==> config.mk <==
export PLATFORM = sky130hd
export DESIGN_NAME = pls_cell
export DESIGN_NICKNAME = d
export VERILOG_FILES = /design/src/sv/pls_pkg.sv /design/src/sv/pls_cell.sv
export SDC_FILE = /design/constraint.sdc
export NUM_CORES = 1
export LEC_CHECK = 0
export BUFFER_PORTS_ARGS = -buffer_cell sky130_fd_sc_hd__buf_2
export CAP_MARGIN = 0
export CORE_MARGIN = 2
export CORE_UTILIZATION = 49
export DETAILED_ROUTE_END_ITERATION = 16
export GPL_TIMING_DRIVEN = 0
export PLACE_DENSITY = 0.85
export SYNTH_ARGS = -nofsm -noshare
export SYNTH_HDL_FRONTEND = slang
export SYNTH_SLANG_ARGS = --single-unit
==> constraint.sdc <==
create_clock -name clock -period 6.01 [get_ports clock]
set_input_delay 0.9015 -clock clock [delete_from_list [all_inputs] [get_ports clock]]
set_output_delay 0.9015 -clock clock [all_outputs]
set_load 0.02 [all_outputs]
==> src/sv/pls_pkg.sv <==
// ----------------------------------------------------------------------------
// pls_pkg
// Types and codes shared by the positional list store and its cells.
// ----------------------------------------------------------------------------
package pls_pkg;

   localparam int POS_W  = 7;
   localparam int DATA_W = 32;

   typedef enum logic [1:0] {
      FUNC_INSERT   = 2'd0,
      FUNC_DELETE   = 2'd1,
      FUNC_UPDATE   = 2'd2,
      FUNC_RETRIEVE = 2'd3
   } func_type;

   typedef enum logic [1:0] {
      ST_OK     = 2'd0,
      ST_EMPTY  = 2'd1,
      ST_BADPOS = 2'd2,
      ST_FULL   = 2'd3
   } status_type;

   // per-edge command broadcast along the cell row
   typedef enum logic [2:0] {
      CELL_HOLD,
      CELL_INSERT,
      CELL_DELETE,
      CELL_UPDATE,
      CELL_READ,
      CELL_CLEAR
   } cell_cmd_type;

   typedef struct packed {
      cell_cmd_type             cmd;
      logic [POS_W-1:0]         at;
      logic signed [DATA_W-1:0] data;
   } cell_ctl_type;

   typedef struct packed {
      func_type                 func;
      logic [POS_W-1:0]         position;
      logic signed [DATA_W-1:0] item;
   } req_type;

   typedef struct packed {
      status_type               status;
      logic signed [DATA_W-1:0] read_data;
      logic [POS_W-1:0]         length;
      logic                     is_empty;
   } rsp_type;

endpackage

==> src/sv/pls_cell.sv <==
// ----------------------------------------------------------------------------
// pls_cell
// One list entry: holds, shifts from a neighbor, is written or is read.
// ----------------------------------------------------------------------------
module pls_cell
   import pls_pkg::*;
#(
   parameter int unsigned INDEX = 0
) (
   input  logic                     clock,
   input  cell_ctl_type             ctl,
   input  logic signed [DATA_W-1:0] left_value,
   input  logic signed [DATA_W-1:0] right_value,
   output logic signed [DATA_W-1:0] value,
   output logic signed [DATA_W-1:0] read_value
);

   logic signed [DATA_W-1:0] value_ff, value_in;
   logic signed [DATA_W-1:0] rd_ff, rd_in;
   logic                     hit, below_at, from_at;

   assign hit      = (32'(ctl.at) == INDEX);
   assign below_at = (INDEX < 32'(ctl.at));
   assign from_at  = !below_at;

   always_comb begin
      value_in = value_ff;
      rd_in    = rd_ff;
      case (ctl.cmd)
         CELL_HOLD: begin
         end
         CELL_INSERT: begin
            // open the gap: entries above the slot move up
            if (hit) begin
               value_in = ctl.data;
            end else if (from_at) begin
               value_in = left_value;
            end
            rd_in = '0;
         end
         CELL_DELETE: begin
            // close the gap
            if (from_at) begin
               value_in = right_value;
            end
            rd_in = '0;
         end
         CELL_UPDATE: begin
            if (hit) begin
               value_in = ctl.data;
            end
            rd_in = '0;
         end
         CELL_READ: begin
            rd_in = hit ? value_ff : '0;
         end
         CELL_CLEAR: begin
            rd_in = '0;
         end
         default: begin
         end
      endcase
   end

   always_ff @(posedge clock) begin
      value_ff <= value_in;
      rd_ff    <= rd_in;
   end

   assign value      = value_ff;
   assign read_value = rd_ff;

endmodule

### After elaboration in Yosys (flattened, before gate mapping)

Cells that the tools add are included.
W data, S select, Z words.

| word-level totals | value |
|---|---|
| bits in registers | 64 |
| bits of input ports | 107 |
| output and inout bits | 64 |

| operators by class | value |
|---|---|
| magnitude comparators | 1 |
| equal/unequal tests | 8 |
| multiplexer cells | 7 |
| reductions and logical operators | 5 |

Operators by type and width:

| operator | count |
|---|---|
| $mux W32 | 5 |
| $pmux W32 S3 | 1 |
| $pmux W32 S2 | 1 |
| $logic_not A7 Y1 | 1 |
| $lt A1 B7 Y1 const A | 1 |
| $eq A3 B2 Y1 const B | 2 |
| $eq A3 B3 Y1 const B | 2 |
| $ne A2 B2 Y1 const B | 2 |
| $reduce_and A4 Y1 | 1 |
| $reduce_or A4 Y1 | 1 |
| $eq A3 B1 Y1 const B | 1 |
| $ne A3 B3 Y1 const B | 1 |
| $reduce_bool A3 Y1 | 1 |
| $reduce_bool A2 Y1 | 1 |

### Logic depth before layout (Yosys ltp)

| logic depth | value |
|---|---|
| word-level depth | 4 |
| gate-level depth with buffers | 5 |

### Worst setup path after synthesis

OpenSTA, ideal clock, no wires.

| timing path | value |
|---|---|
| path kind | input to register |
| start | input port ctl[39] in the netlist's numbering |
| end | register rd_ff[0] (netlist: read_value[0]) (enable) |
| arrival time | 2,872 ps |
| data required time | 5,589 ps |
| path slack | 2,717 ps |
| cell stages on the path | 5 |
| buffers on the path | 3 |
| cell sequence | buf_2 -> buf_2 -> buf_2 -> nor3_1 -> nor2_1 |

| between the ends | value |
|---|---|
| longest elaborated chain between the ends | 3 |
| elaborated cells between the ends (all ways) | 7 |

Ends and longest elaborated chain:

| item | RTL line | source |
|---|---|---|
| start: declaration | pls_cell.sv:11 | `input cell_ctl_type ctl,` |
| $eq A3 B2 Y1 (tied with other cells) | pls_cell.sv:29 | `case (ctl.cmd)` |
| $reduce_or A4 Y1 (no source line) | -- |  |
| $reduce_bool A2 Y1 (no source line) (*) | -- |  |
| end signal: assignment | pls_cell.sv:67 | `rd_ff <= rd_in;` |
| end: declaration | pls_cell.sv:19 | `logic signed [DATA_W-1:0] rd_ff, rd_in;` |

Mark *: on every way between the ends. The rest lies on a longest branch, timed or not.
A chain may end at the register's enable or synchronous reset.

### Worst setup path after layout

| timing path | value |
|---|---|
| start | input port ctl[35] in the netlist's numbering |
| end | register value_ff[14] (netlist: value[14]) (enable) |

| between the ends | value |
|---|---|
| longest elaborated chain between the ends | 3 |
| elaborated cells between the ends (all ways) | 6 |

Ends and longest elaborated chain:

| item | RTL line | source |
|---|---|---|
| $lt A1 B7 Y1 / $logic_not A7 Y1 (equally long branches) | pls_cell.sv:23, pls_cell.sv:22 |  |
| $ne A3 B3 Y1 (no source line) / $ne A2 B2 Y1 (equally long branches) | -- |  |
| $reduce_and A4 Y1 (no source line) (*) | -- |  |
| end signal: assignment | pls_cell.sv:66 | `value_ff <= value_in;` |
| end: declaration | pls_cell.sv:18 | `logic signed [DATA_W-1:0] value_ff, value_in;` |

Marks and branches as above.

==> results.toml <==
[placement]
place_congestion = 0.8665
port_buffers = 170
placed_area_um2 = 4338
post-place-ws_ps = 2736
hpwl_um = 7451
dp_cells = 548

[yosys]
synth.net_count = 403
syn_area_um2 = 3346
ys.warnings.count = 0
avgSynthCellArea_um2 = 11.30
ys_seq_area_share_pct = 57.44
postSynthRegisterBits = 64
syn_inst = 296
post_synth_num_cell_types = 22

[sta]
clock.fmax_mhz = 344.8
setup_viol = 0
maxSlewHeadroom_pct = 31.92
timing.final.ws_setup_ps = 3109
fin_crit_ps = 2901
slew_viol_final = 0
grt_setup_unrepaired = "no"
fin_worst_skew_ps = 7.270
fin_crit_sh_pct = 48.26
tns_ps = 0
hold_violations = 0
tightest_slew_ps = 1014

[route]
drc = 0
wl_um = 9413
first_iter_violations = 179
first_pass_iters = 5
antenna_left = 0
wl_per_cell_um = 16.69
via_per_inst = 5.571
num_vias = 3142

[cells_and_area]
layout_common_cells = "buf_2, edfxtp_1, and2_1"
final-instance-count-excl-fill = 564
drive_gt1_share_pct = 43.18
area_delta_synth_final_pct = 36.65
nNetsFinal = 586
fillers = 525
final_area_um2 = 4572
final_common_cell = "buf_2"
n_antenna_cell = 0

[grt]
overflow = 0
grt_max_degree = 22
grt_pass1_vias = 3034
antenna_found_initial = 0
grt_first_pass_wirelength_um = 14430
grt_usage_pct = 24.67

[clock_network]
cts.sinks = 64
numCtsBuffers = 9
clk_pin_slew_worst_paths_ps = 70
cts-root-buf = "clkbuf_8"
clk_path_buf_depth = 2
post_cts_resized = 0
postCtsSetupRepairBufs = 0
htreeDepth = 3
cts_tree = "built"
clk-insertion-delay-late_ps = 320
cts_hold_buf = 0

[power]
power_density_nw_per_um2 = 235.4
p_total_uw = 1076
max-vdd-ir-drop_v = 0.0001152
leakage_uw = 0.001877

[critical_path]
critPathMaxFanout = 17
r2r.worst_path.cells = 1
start_kind = "primary input"
rrSetupSlack_ps = 5180
reg2reg_to = "read_value[8]"
r2r-start = "value[8]"
worstSetupPathType = "in2reg"
cp.required_ps = 6030
cp_data_arrival_time_ps = 2920
crit_path_end_kind = "flip-flop"
startpoint = "ctl[35]"

[die]
fp.dieH_um = 86.63
chipWidth_um = 86.63
num_rows = 30
ios = 171
fp.coreArea_um2 = 6681
die-area_um2 = 7505
start_util_pct = 50.07

[min_path]
holdPathEnd = "read_value[30]"
worstHoldPathType = "reg2reg"
min_path_cells = 1
min_from = "value[30]"

[run_status]
status = "finished, final reports clean"

[flow_run]
max_cap_violations = 0
-- Yosys cell counts --
cell type | n | area, µm²
edfxtp_1 | 64 | 1922
and2_1 | 33 | 206.5
a211oi_1 | 32 | 240.2
a31oi_1 | 32 | 200.2
nand3_1 | 32 | 160.2
nor2b_1 | 32 | 200.2
o21ai_1 | 27 | 135.1
buf_2 | 12 | 60.06
clkbuf_1 | 11 | 41.29
buf_6 | 3 | 33.78
o21ai_0 | 3 | 15.01
buf_1 | 2 | 7.510
nor2_1 | 2 | 7.510
nor4_4 | 2 | 42.54
o21ai_2 | 2 | 17.52
buf_4 | 1 | 7.510
nand2b_1 | 1 | 6.260
nor3_1 | 1 | 5.000
nor3_2 | 1 | 10.01
o211a_1 | 1 | 10.01
or3_1 | 1 | 6.260
or4_4 | 1 | 11.26
-- metal layers --
layer / track usage, % / vias up / share of wire [%]
li1: - / 1511 / -
met1: 32.19 / 1428 / 39
met2: 41.89 / 185 / 51
met3: 2.476 / 18 / 7.9
met4: 10.65 / 0 / 2.1
met5: 0 / - / 0
-- power breakdown --
| part | switching [µW] | internal (µW) |
|---|---|---|
| clock network | 151 | 272 |
| logic | 84.4 | 60.8 |
| registers | 2.78 | 505 |
| total | 238 | 838 |
-- logic make-up (layout without fill, tap and decap cells) --
family | after synthesis | after routing | synth area share [%]
AOI/OAI and AO/OA | 97 | 97 | 18.47
DFF | 64 | 64 | 57.44
buffers and inverters | 29 | 217 | 4.488
and+or+nand+nor | 106 | 106 | 19.60
-- how the worst max path moves through the flow --
| stage | to | slack [ps] | depth (start not counted) |
|---|---|---|---|
| global placement | read_value[26] | 1940 | 6 |
| finish | value[14] | 3110 | 5 |
| global route | value[30] | 2990 | 5 |
| detailed placement | value[19] | 2740 | 5 |
| floorplan | read_value[0] | 2720 | 5 |
| CTS | value[23] | 3090 | 5 |
-- registers in the layout (all words and copies together) (netlist names) --
name	cells
value	32
read_value	32
-- critical path, stage by stage --
cell and delay [ps]:
buf_2 120, or4_4 590, buf_6 180, nor4_4 830, buf_6 290
-- per-stage QoR --
stage | util (%) | hold WS, ps
floorplan | - | 684.5
global placement | 64.31 | 530.2
detailed placement | 64.93 | 535.4
global route | 68.43 | 554.0
finish | 68.43 | 543.3
CTS | 68.43 | 539.6
-- final cells by class --
type                    instances  area (µm²)  area share, %
repair buffers                172       889.6          19.46
flip-flops and latches         64        1922          42.04
plain buffers                  29       150.1          3.284
clock buffers                   9       123.9          2.709
clock inverters                 7       110.1          2.408
multi-input cells             203        1276          27.91
well taps                      80       100.1          2.189
Note: power is estimated with default switching activity, not from simulation.
