## src/sv/pls_pkg.sv

```systemverilog
// ----------------------------------------------------------------------------
// pls_pkg
// Types and codes shared by the positional list store and its cells.
// ----------------------------------------------------------------------------
package pls_pkg;

   localparam int POS_W  = 7;
   localparam int DATA_W = 32;

   typedef enum logic [1:0] {
      FUNC_INSERT   = 2'd0,
      FUNC_DELETE   = 2'd1,
      FUNC_UPDATE   = 2'd2,
      FUNC_RETRIEVE = 2'd3
   } func_type;

   typedef enum logic [1:0] {
      ST_OK     = 2'd0,
      ST_EMPTY  = 2'd1,
      ST_BADPOS = 2'd2,
      ST_FULL   = 2'd3
   } status_type;

   // per-edge command broadcast along the cell row
   typedef enum logic [2:0] {
      CELL_HOLD,
      CELL_INSERT,
      CELL_DELETE,
      CELL_UPDATE,
      CELL_READ,
      CELL_CLEAR
   } cell_cmd_type;

   typedef struct packed {
      cell_cmd_type             cmd;
      logic [POS_W-1:0]         at;
      logic signed [DATA_W-1:0] data;
   } cell_ctl_type;

   typedef struct packed {
      func_type                 func;
      logic [POS_W-1:0]         position;
      logic signed [DATA_W-1:0] item;
   } req_type;

   typedef struct packed {
      status_type               status;
      logic signed [DATA_W-1:0] read_data;
      logic [POS_W-1:0]         length;
      logic                     is_empty;
   } rsp_type;

endpackage

```

## src/sv/pls_ctrl.sv

```systemverilog
// ----------------------------------------------------------------------------
// pls_ctrl
// Request decode, position checks and the entry count.
// ----------------------------------------------------------------------------
module pls_ctrl
   import pls_pkg::*;
#(
   parameter int CAPACITY = 64,
   parameter int CNT_W    = 7
) (
   input  logic             clock,
   input  logic             reset,
   input  req_type          req,
   input  logic             accept,
   output cell_ctl_type     ctl,
   output status_type       status,
   output logic [CNT_W-1:0] count_next
);

   localparam int CW = ((CNT_W > POS_W) ? CNT_W : POS_W) + 1;

   logic [CNT_W-1:0] count_ff, count_in;
   logic [CW-1:0]    pos_x, cnt_x;
   logic             pos_zero;

   assign pos_x    = CW'(req.position);
   assign cnt_x    = CW'(count_ff);
   assign pos_zero = (req.position == '0);

   always_comb begin
      status   = ST_OK;
      count_in = count_ff;
      ctl.cmd  = CELL_HOLD;
      ctl.at   = req.position - POS_W'(1);
      ctl.data = req.item;
      if (req.func == FUNC_INSERT) begin
         if (pos_zero || (pos_x > cnt_x + CW'(1))) begin
            status = ST_BADPOS;
         end else if (cnt_x >= CW'(CAPACITY)) begin
            status = ST_FULL;
         end else begin
            ctl.cmd  = CELL_INSERT;
            count_in = count_ff + CNT_W'(1);
         end
      end else if (count_ff == '0) begin
         status = ST_EMPTY;
      end else if (pos_zero || (pos_x > cnt_x)) begin
         status = ST_BADPOS;
      end else begin
         case (req.func)
            FUNC_DELETE: begin
               ctl.cmd  = CELL_DELETE;
               count_in = count_ff - CNT_W'(1);
            end
            FUNC_UPDATE:   ctl.cmd = CELL_UPDATE;
            FUNC_RETRIEVE: ctl.cmd = CELL_READ;
            default:       ctl.cmd = CELL_HOLD;
         endcase
      end
      // a failed request still clears stale read data in the cells
      if (status != ST_OK) begin
         ctl.cmd = CELL_CLEAR;
      end
      if (!accept) begin
         ctl.cmd  = CELL_HOLD;
         count_in = count_ff;
      end
   end

   always_ff @(posedge clock) begin
      if (reset) begin
         count_ff <= '0;
      end else begin
         count_ff <= count_in;
      end
   end

   assign count_next = count_in;

endmodule

```

## config.mk

```make
export PLATFORM = sky130hd
export DESIGN_NAME = pls_ctrl
export DESIGN_NICKNAME = d
export VERILOG_FILES = /design/src/sv/pls_pkg.sv /design/src/sv/pls_ctrl.sv
export SDC_FILE = /design/constraint.sdc
export NUM_CORES = 1
export LEC_CHECK = 0
export BUFFER_PORTS_ARGS = -buffer_cell sky130_fd_sc_hd__buf_4
export CORE_MARGIN = 4
export CORE_UTILIZATION = 36
export CTS_BUF_LIST = sky130_fd_sc_hd__clkbuf_8 sky130_fd_sc_hd__clkbuf_16
export CTS_CLUSTER_DIAMETER = 50
export CTS_CLUSTER_SIZE = 16
export DETAILED_ROUTE_END_ITERATION = 10
export GPL_ROUTABILITY_DRIVEN = 0
export HOLD_SLACK_MARGIN = 0.05
export PLACE_DENSITY = 0.68
export SYNTH_ARGS = -nofsm -noshare
export SYNTH_HDL_FRONTEND = slang
export SYNTH_SLANG_ARGS = --single-unit
```

## constraint.sdc

```tcl
create_clock -name clock -period 7.15 [get_ports clock]
set_input_delay 0.715 -clock clock [delete_from_list [all_inputs] [get_ports clock]]
set_output_delay 0.715 -clock clock [all_outputs]
set_load 0.1 [all_outputs]
```

# --- Word-level counts from Yosys, hierarchy flattened ---
# Index checks and enable logic that the tools add are counted.
classes:
  addsub: 4
  multipliers: 0
  div_mod_pow: 0
  n_lt_le_gt_ge: 3
  eq_ne: 3
  shifts: 0
  mux: 20
  bitwise_logic: 0
  reduce_logical: 6
ops:
  columns: ["op", "count"]
  rows:
  - ["$mux 7", 7]
  - ["$mux 3", 5]
  - ["$logic_not 7->1", 2]
  - ["$sub 7x1->7 const B", 2]
  - ["$mux 2", 5]
  - ["$pmux 3 s3", 1]
  - ["$add 7x1->8 const B", 1]
  - ["$gt 7x8->1", 1]
  - ["$add 7x1->7 const B", 1]
  - ["$ge 7x7->1 const B", 1]
  - ["$gt 7x7->1", 1]
  - ["$eq 2x2->1 const B", 2]
  - ["$eq 2x1->1 const B", 1]
  - ["$logic_not 2->1", 1]
  - ["$logic_or 1x1->1", 2]
  - ["$mux 1", 2]
  - ["$reduce_bool 2->1", 1]
word_totals:
  ff_bits: 7
  latch_bits: 0
  ramBits: 0
  romBits: 0
  input_bits: 44
  out_inout_bits: 51
  wordCells: 37
  n_memories: 0

# --- Logic depth before layout (Yosys ltp) ---
# Gate-level depths: netlist (run 1).
logic_depth:
  depth_word: 8
  ltp_mapped: 12
  mapped_depth_nobuf: 10

# --- Worst setup path after synthesis (run 1) ---
# No wires, ideal clock.
synth_path:
  path_kind: "input to output"
  from: "input port req[32] (netlist name)"
  to: "output port count_next[0]"
  arrival_ps: 4121
  t_required_ps: 6435
  path_slack_ps: 2314
  path_stages: 9
  n_path_buf: 1
  path_cell_list: "inv_1 -> ha_1 -> nor2b_1 -> o2111a_1 -> o211ai_4 -> and2_1 -> buf_6 -> a32oi_4 -> xnor2_1"
synth_between:
  elab_chain_len: 6
  word_cells_on_any_way: 10
  classes_between: "order compare: 2; mux: 5; reduce/logical: 3"
synth_lines:
  columns: ["element", "line_no", "rtl"]
  rows:
  - ["from (decl)", "pls_ctrl.sv:13", "input req_type req,"]
  - ["$gt 7x7->1 / $logic_not 7->1 (equally long branches)", "pls_ctrl.sv:47, pls_ctrl.sv:28", null]
  - ["$logic_or 1x1->1", "pls_ctrl.sv:47", "end else if (pos_zero || (pos_x > cnt_x)) begin"]
  - ["$mux 7", "pls_ctrl.sv:47", null]
  - ["$mux 7", "pls_ctrl.sv:45", "end else if (count_ff == '0) begin"]
  - ["$mux 7 *", "pls_ctrl.sv:36", "if (req.func == FUNC_INSERT) begin"]
  - ["$mux 7 *", "pls_ctrl.sv:64", "if (!accept) begin"]
  - ["to (decl)", "pls_ctrl.sv:17", "output logic [CNT_W-1:0] count_next"]
# Mark *: on every way between the ends. The rest lies on a longest branch, timed or not.

# --- Worst setup path after layout (run 1) ---
layout_path:
  from: "register count_ff[3]"
  to: "output port count_next[0]"
layout_between:
  elab_chain_len: 6
  word_cells_on_any_way: 13
  classes_between: "add/sub: 1; order compare: 3; mux: 6; reduce/logical: 3"
layout_lines:
  columns: ["element", "line_no", "rtl"]
  rows:
  - ["from (decl)", "pls_ctrl.sv:22", "logic [CNT_W-1:0] count_ff, count_in;"]
  - ["from (signal assigned)", "pls_ctrl.sv:74", "count_ff <= count_in;"]
  - ["$add 7x1->8 / $gt 7x7->1 (equally long branches)", "pls_ctrl.sv:37, pls_ctrl.sv:47", null]
  - ["$gt 7x8->1 / $logic_or 1x1->1 (equally long branches)", "pls_ctrl.sv:37, pls_ctrl.sv:47", null]
  - ["$logic_or 1x1->1 / $mux 7 (equally long branches)", "pls_ctrl.sv:37, pls_ctrl.sv:47", null]
  - ["$mux 7 (on tied branches)", "pls_ctrl.sv:37, pls_ctrl.sv:45", null]
  - ["$mux 7 *", "pls_ctrl.sv:36", null]
  - ["$mux 7 *", "pls_ctrl.sv:64", null]
# Marks and branches as above.

==> impl_metrics.ini, run 1 <==
[timing]
maxSlewHeadroom_pct = 39.0
finalCritPeriodShare_pct = 60.5
holdWs_ps = 635
fin_tns_setup_ps = 0
setup_slack_ps = 2820
tightest_slew_ps = 910
skew_ps = 4.31
hold_violations = 0
max_freq_mhz = 231
setup_viol = 0
rsz0062_at_grt = no
period_needed_ps = 4330
drv_slew = 0

[detailed_routing]
vias = 1475
viasPerCell = 5.67
drc = 0
drt-total-wl_um = 4100
top_layer_used = met4
routedWlPerCell_um = 15.8
dr.pass1.iters = 4
drt_iter0_markers = 63
wl_met1_um = 1790
ant_nets = 0
routed-wl-met3_um = 321
wl_met2_um = 1920

[logic_synthesis]
synthDistinctLibCells = 53
post_synth_inst_count = 214
yosysSeqAreaShare_pct = 8.45
ys_async_sr_fraction_pct = 0
avgSynthCellArea_um2 = 7.75
ys_ff_latch = 7
synth_ff_type = dfxtp_1
yosys_warnings = 0
synth_edf_count = 0
syn-cell-area_um2 = 1660
synth.net_count = 281

[global_route]
grt_pass1_vias = 1370
grt_max_degree = 19
antenna_found_initial = 0
grt_usage_pct = 14.9
overflow = 0
grt_pass1_wl_um = 6510

[status]
status = completed

[power]
total_leakage_power_nw = 0.754
power.share.switching_pct = 47.9
power.total_mw = 0.200
p_int_mw = 0.104
net-switching-power_mw = 0.0957
seqPwrFrac_pct = 20.2
ir_worst_vdd_mv = 0.0684
power.density_nw_per_um2 = 117
pwr-share-comb_pct = 50.5
pwr-share-clk_pct = 29.3

[cells_and_area]
final_common_cell = buf_4
num_antenna_cells = 0
fin_cells = 260
final.fill_count = 456
reg_top3 = count_ff x7
drive_above_1_share_pct = 21.2
mostFrequentLayoutCells = 30 x buf_4, 23 x ha_1, 20 x nand2_1, 15 x inv_1, 12 x nor2_1
largest_register_ffs = 7
utilization_pct = 38.8
nNetsFinal = 276
area_delta_synth_final_pct = 3.25
design_area_um2 = 1710
largest-register = count_ff

[flow_run]
cap_violations = 0

[critical_path]
cpMaxStageDelayCell = dfxtp_1
crit_type = flip-flop to primary output
cp_max_fo = 9
crit_family = compound AO/OA/AOI/OAI gates
critPathLaunchType = flip-flop
crit_path_frequent_cell = xnor2_1
path_cells = inv_1, nor4_1, xnor2_1, ha_1, a21o_1, a221o_1, o211ai_4, and2_1, a32oi_4, xnor2_1, buf_4
cp_slowest_stage_delay_ps = 500
critical_path_buf_inv_count = 2
cp-end-kind = primary output
crit_required_ps = 6430
crit_arrival_ps = 3610

[clocking]
cts_resized = 0
cts_setup_buffers = 0
cts_tree = built
cts.sinks = 7
path_clk_slew_ps = 40
cts_root_buf = clkbuf_8
cts_made_buffers = 3
insertion_delay_ps = 240
clockBufferDepth = 2
htreeDepth = 1
holdBufCountCts = 0

[floorplan]
row_count = 24
dieArea_um2 = 5750
core_area_um2 = 4410
fp.dieH_um = 75.9
initial_core_util_pct = 37.6
num_io_pins = 95
die_x_um = 75.9

[placement]
post-place-cells = 256
dp_hpwl_um = 3270
place_ws_ps = 3090
postPlaceCellArea_um2 = 1670
portBuffers = 30

[min_path]
hold_class = flip-flop to flip-flop
-- final timing paths --
kind | from | endpoint | slack (ps) | depth (start not counted)
hold / removal | count_ff[6]$_SDFF_PP0_ | count_ff[6]$_SDFF_PP0_ | 630 | 2
setup reg to reg | count_ff[3]$_SDFF_PP0_ | count_ff[0]$_SDFF_PP0_ | 3830 | 10
hold reg to reg | count_ff[6]$_SDFF_PP0_ | count_ff[6]$_SDFF_PP0_ | 630 | 2
setup / recovery | count_ff[3]$_SDFF_PP0_ | count_next[0] | 2820 | 11
-- cell type report --
type / instances / area [um2] / area share [%]
clock buffers: 3 / 41.3 / 2.41
clock inverters: 1 / 3.75 / 0.219
inverters: 15 / 56.3 / 3.29
multi-input cells: 152 / 1180 / 68.9
flip-flops and latches: 7 / 140 / 8.19
well taps: 52 / 65.1 / 3.80
repair buffers: 30 / 225 / 13.2
-- cell usage after synthesis (all sizes together), types with 2 or more instances --
cell type | count | share of area [%]
buf | 37 | 16
ha | 23 | 17
nand2 | 20 | 4.5
inv | 15 | 3.4
nor2 | 13 | 3.1
a21oi | 11 | 3.3
dfxtp | 7 | 8.5
nand3 | 7 | 2.4
nand4 | 7 | 2.6
xnor2 | 7 | 3.7
o21ai | 5 | 1.5
a31oi | 4 | 1.5
and3 | 4 | 1.5
mux2i | 4 | 2.4
nor2b | 4 | 1.5
xor2 | 4 | 2.1
and2 | 3 | 1.3
and4 | 3 | 1.6
clkbuf | 3 | 0.68
nor4 | 3 | 1.5
a21o | 2 | 0.91
a221o | 2 | 1.2
a311oi | 2 | 1.1
a41oi | 2 | 1.1
nand3b | 2 | 0.91
nor3 | 2 | 0.91
nor3b | 2 | 0.91
-- power groups by stage --
stage | logic [mW] | registers, mW | clock network, mW
global placement | 0.101 | 0.0410 | 0
detailed placement | 0.101 | 0.0410 | 0
CTS | 0.101 | 0.0403 | 0.0604
global route | 0.108 | 0.0403 | 0.0634
floorplan | 0.162 | 0.0407 | 0
finish | 0.101 | 0.0403 | 0.0586
-- metal layers --
layer | up-vias | global-route usage [%]
li1 | 722 | -
met1 | 687 | 19.6
met2 | 56 | 23.3
met3 | 10 | 2.51
met4 | 0 | 7.38
met5 | - | 0
-- tightest hold or removal path, delay by kind of cell (launching register included) --
family | cells | cell delay, ps
flops | 1 | 370
compound gates | 2 | 210
-- cell families after synthesis --
kind of cell | Yosys count | synth area share [%]
buffers and inverters | 55 | 20.4
xor gates and xnor gates | 11 | 5.81
and+or+nand+nor | 74 | 24.7
adders and majority gates | 23 | 17.4
muxes | 5 | 3.32
AOI/OAI and AO/OA | 39 | 20.0
DFF | 7 | 8.45
Note: power is estimated with default switching activity, not from simulation.
==> run 2, diff against run 1 <==
PLACE_DENSITY = 0.7   (was 0.68)
clock period = 3.95 ns   (was 7.15 ns; I/O delays follow)
==> impl_metrics.ini, run 2 (synthesized netlist as in run 1, its figures left out) <==
[global_route]
busiest_layer = met2
grt_max_degree = 19
grt_usage_pct = 14.7
met1_usage_pct = 19.3
overflow = 0
grtUsageMet3_pct = 2.90
antenna_found_initial = 0
grt_pass1_vias = 1398
grt_pass1_wl_um = 6570
use_met2_pct = 22.5

[timing]
finalCritPeriodShare_pct = 93.0
drv_slew = 0
hold_violations = 0
rsz0062_at_grt = no
skew_ps = 1.74
setup_slack_ps = 276
period_needed_ps = 3670
maxSlewHeadroom_pct = 44.1
tightest_slew_ps = 835
setup_viol = 0
fin_tns_setup_ps = 0
max_freq_mhz = 272

[clocking]
clockBufferDepth = 2
cts.sinks = 7
holdBufCountCts = 0
cts_tree = built
htreeDepth = 1
cts_setup_buffers = 0
insertion_delay_ps = 240
path_clk_slew_ps = 50
cts_made_buffers = 3
cts_root_buf = clkbuf_8
cts_resized = 0

[floorplan]
dieArea_um2 = 5750
fp.dieH_um = 75.9
core_area_um2 = 4410
initial_core_util_pct = 37.6
die_x_um = 75.9
row_count = 24
num_io_pins = 95

[cells_and_area]
largest-register = count_ff
largest_register_ffs = 7
nNetsFinal = 280
design_area_um2 = 1760
mostFrequentLayoutCells = 34 x buf_4, 23 x ha_1, 20 x nand2_1, 15 x inv_1, 12 x nor2_1
final.fill_count = 452
final_common_cell = buf_4
num_antenna_cells = 0
reg_top3 = count_ff x7
area_delta_synth_final_pct = 6.19
fin_cells = 264
drive_above_1_share_pct = 24.5

[power]
power.density_nw_per_um2 = 208
ir_worst_vdd_mv = 0.106
power.total_mw = 0.366
total_leakage_power_nw = 0.784

[placement]
place_ws_ps = 339
portBuffers = 30
dp_hpwl_um = 3240
post-place-cells = 260
postPlaceCellArea_um2 = 1710

[critical_path]
cp-end-kind = primary output
crit_type = flip-flop to primary output
cp_max_fo = 7
reg2reg_to = count_ff[0]$_SDFF_PP0_
crit_arrival_ps = 3280
crit_required_ps = 3560
reg2reg_setup_slack_ps = 930
critPathLaunchType = flip-flop
setup.worst_path.start = count_ff[4]$_SDFF_PP0_
endpoint = count_next[0]
r2r_start = count_ff[4]$_SDFF_PP0_
ff2ff_path_depth = 10

[flow_run]
cap_violations = 0

[detailed_routing]
drt-total-wl_um = 4080
vias = 1513
drt_iter0_markers = 79
drc = 0
dr.pass1.iters = 4
routedWlPerCell_um = 15.5
ant_nets = 0
viasPerCell = 5.73

[min_path]
hold_class = primary input to flip-flop

[status]
status = completed
==> run 2: cell types whose count changed in the layout (fill, tap and decap cells not counted) <==
cell     delta
buf_4       +4
a21oi_1     -1
a21oi_2     +1
and2_1      -1
and2_2      +1
nor4_1      -1
nor4_2      +1
xnor2_1     -1
xnor2_2     +1
==> run 2: per-stage QoR <==
| stage | hold slack [ps] | util, % |
|---|---|---|
| 6_report | 401 | 39.9 |
| 5_1_grt | 408 | 39.9 |
| 4_1_cts | 401 | 39.7 |
| 3_5_place_dp | 611 | 38.7 |
| 3_3_place_gp | 605 | 38.7 |
| 2_1_floorplan | 555 | - |
==> run 2: worst max-delay path, cell delays in order (launching register included) <==
cell	delay (ps)
dfxtp_1	390
inv_1	150
nor4_2	360
xnor2_1	170
ha_1	260
a21o_1	160
a221o_1	370
o211ai_4	300
and2_2	340
a32oi_4	90
xnor2_2	150
buf_4	300
==> run 2: layer usage <==
metal | share of wire [%] | routed length, um
met1 | 43 | 1750
met2 | 46 | 1870
met3 | 8.9 | 362
met4 | 2.5 | 104
met5 | 0 | 0
==> run 2: final cells by class <==
type                       count  area (um2)  share of cell area, %
clock buffer                   3        41.3                   2.35
clock inverter                 1        3.75                  0.213
inverter                      15        56.3                   3.20
multi-input combinational    152        1200                   68.1
sequential                     7         140                   7.96
tap                           52        65.1                   3.70
timing repair buffer          34         255                   14.5
==> run 2: worst min path at each step <==
stage | start | endpoint | depth (start not counted)
after floorplan | count_ff[6]$_SDFF_PP0_ | count_ff[6]$_SDFF_PP0_ | 2
after global placement | count_ff[6]$_SDFF_PP0_ | count_ff[6]$_SDFF_PP0_ | 2
after detailed placement | count_ff[6]$_SDFF_PP0_ | count_ff[6]$_SDFF_PP0_ | 2
after CTS | reset | count_ff[3]$_SDFF_PP0_ | 2
after global routing | reset | count_ff[1]$_SDFF_PP0_ | 2
final | reset | count_ff[1]$_SDFF_PP0_ | 2
==> run 2: power by group <==
group / leakage [nW] / internal [mW] / switching, mW / total [mW]
registers: 0.0564 / 0.0715 / 0.000739 / 0.0723
logic: 0.701 / 0.0511 / 0.136 / 0.187
clock network: 0.0269 / 0.0678 / 0.0384 / 0.106
total: 0.784 / 0.191 / 0.175 / 0.366
==> run 3, diff against run 2 <==
CORE_ASPECT_RATIO = 0.7   (was default)
==> impl_metrics.ini, run 3 (synthesized netlist as in run 1, its figures left out) <==
[status]
status = completed

[detailed_routing]
routedWlPerCell_um = 15.0
drt_iter0_markers = 139
wl_met1_um = 1850
drt-total-wl_um = 3990
drc = 0
top_layer_used = met4
routed-wl-met3_um = 390
viasPerCell = 5.74
vias = 1528
wl_met2_um = 1690
dr.pass1.iters = 5
ant_nets = 0

[floorplan]
dieArea_um2 = 5770
row_count = 20
initial_core_util_pct = 37.6
num_io_pins = 95
die_x_um = 89.1
fp.dieH_um = 64.8
core_area_um2 = 4400

[critical_path]
setup.worst_path.start = count_ff[0]$_SDFF_PP0_
reg2reg_setup_slack_ps = 890
critPathLaunchType = flip-flop
r2r_start = count_ff[0]$_SDFF_PP0_
ff2ff_path_depth = 10
crit_arrival_ps = 3370
crit_type = flip-flop to primary output
crit_required_ps = 3560
cp-end-kind = primary output
cp_max_fo = 7

[cells_and_area]
multi_input_area_um2 = 1200
drive_above_1_share_pct = 24.6
num_antenna_cells = 0
final_common_cell = buf_4
utilization_pct = 39.9
area_delta_synth_final_pct = 6.11
fin_cells = 266
largest-register = count_ff
nNetsFinal = 279
design_area_um2 = 1760
final.fill_count = 464
seq_area_um2 = 141
reg_top3 = count_ff x7
mostFrequentLayoutCells = 33 x buf_4, 23 x ha_1, 20 x nand2_1, 15 x inv_1, 12 x nor2_1
largest_register_ffs = 7

[timing]
tightest_slew_ps = 847
hold_violations = 0
drv_slew = 0
setup_viol = 0
fin_tns_setup_ps = 0
finalCritPeriodShare_pct = 95.2
max_freq_mhz = 266
period_needed_ps = 3760
skew_ps = 1.72
rsz0062_at_grt = no
maxSlewHeadroom_pct = 43.3

[power]
ir_worst_vdd_mv = 0.175
total_leakage_power_nw = 0.781
power.density_nw_per_um2 = 204

[global_route]
grt_pass1_vias = 1371
antenna_found_initial = 0
overflow = 0
grt_pass1_wl_um = 6640
grt_max_degree = 19
grt_usage_pct = 14.4

[clocking]
insertion_delay_ps = 230
clockBufferDepth = 2
cts.sinks = 7
path_clk_slew_ps = 40
cts_made_buffers = 3
htreeDepth = 1
holdBufCountCts = 0
cts_root_buf = clkbuf_8
cts_tree = built

[placement]
postPlaceCellArea_um2 = 1700
portBuffers = 30
post-place-cells = 262
dp_hpwl_um = 3190

[min_path]
hp-start = reset
hold_class = primary input to flip-flop
whs_path_depth = 2

[flow_run]
cap_violations = 0
## run 3: changes by cell type in the layout (fill, tap and decap cells not counted), sizes merged
cell / before / now
buf: 34 / 33
## run 3: stage by stage
step / power [mW] / setup slack (ps) / hold slack [ps]
after floorplan: 0.367 / 119 / 555
after global placement: 0.258 / 343 / 600
after detailed placement: 0.259 / 233 / 610
after CTS: 0.362 / 63.8 / 400
after global routing: 0.378 / 16.1 / 413
final: 0.360 / 189 / 400
## run 3: layout make-up
type | count | area share, %
Multi-Input combinational cell | 152 | 68.2
Timing Repair Buffer | 33 | 14.1
Sequential cell | 7 | 8.04
Tap cell | 55 | 3.91
Inverter | 15 | 3.20
Clock buffer | 3 | 2.35
Clock inverter | 1 | 0.213
## run 3: routing by layer
| layer | vias to the layer above | track usage [%] |
|---|---|---|
| met2 | 89 | 19.5 |
| met3 | 8 | 4.57 |
| met4 | 0 | 3.16 |
| met5 | - | 0 |
| met1 | 702 | 21.6 |
| li1 | 729 | - |
## run 3: timing repair
action,CTS,global route
setup buffers,0,0
endpoints found under the setup margin,3,6
resized for setup,1,3
gates cloned,0,0
## run 3: power breakdown
group | internal, mW | switching [mW] | leakage [nW]
Sequential | 0.0716 | 0.00124 | 0.0569
Combinational | 0.0516 | 0.135 | 0.697
Clock | 0.0673 | 0.0327 | 0.0269
Total | 0.191 | 0.169 | 0.781
## run 3: path summary, 6_finish.rpt
check | end
setup reg to reg | count_ff[0]$_SDFF_PP0_
hold / removal | count_ff[3]$_SDFF_PP0_
setup / recovery | count_next[5]
hold reg to reg | count_ff[6]$_SDFF_PP0_
## run 3: critical path: stages, from the launching register on
cell and delay (ps):
dfxtp_1 460, ha_1 310, nand3_1 130, xnor2_1 250, ha_1 280, and3_1 210
a221o_1 330, o211ai_4 280, nand3_2 160, mux2i_1 150, a221o_1 340, buf_4 230
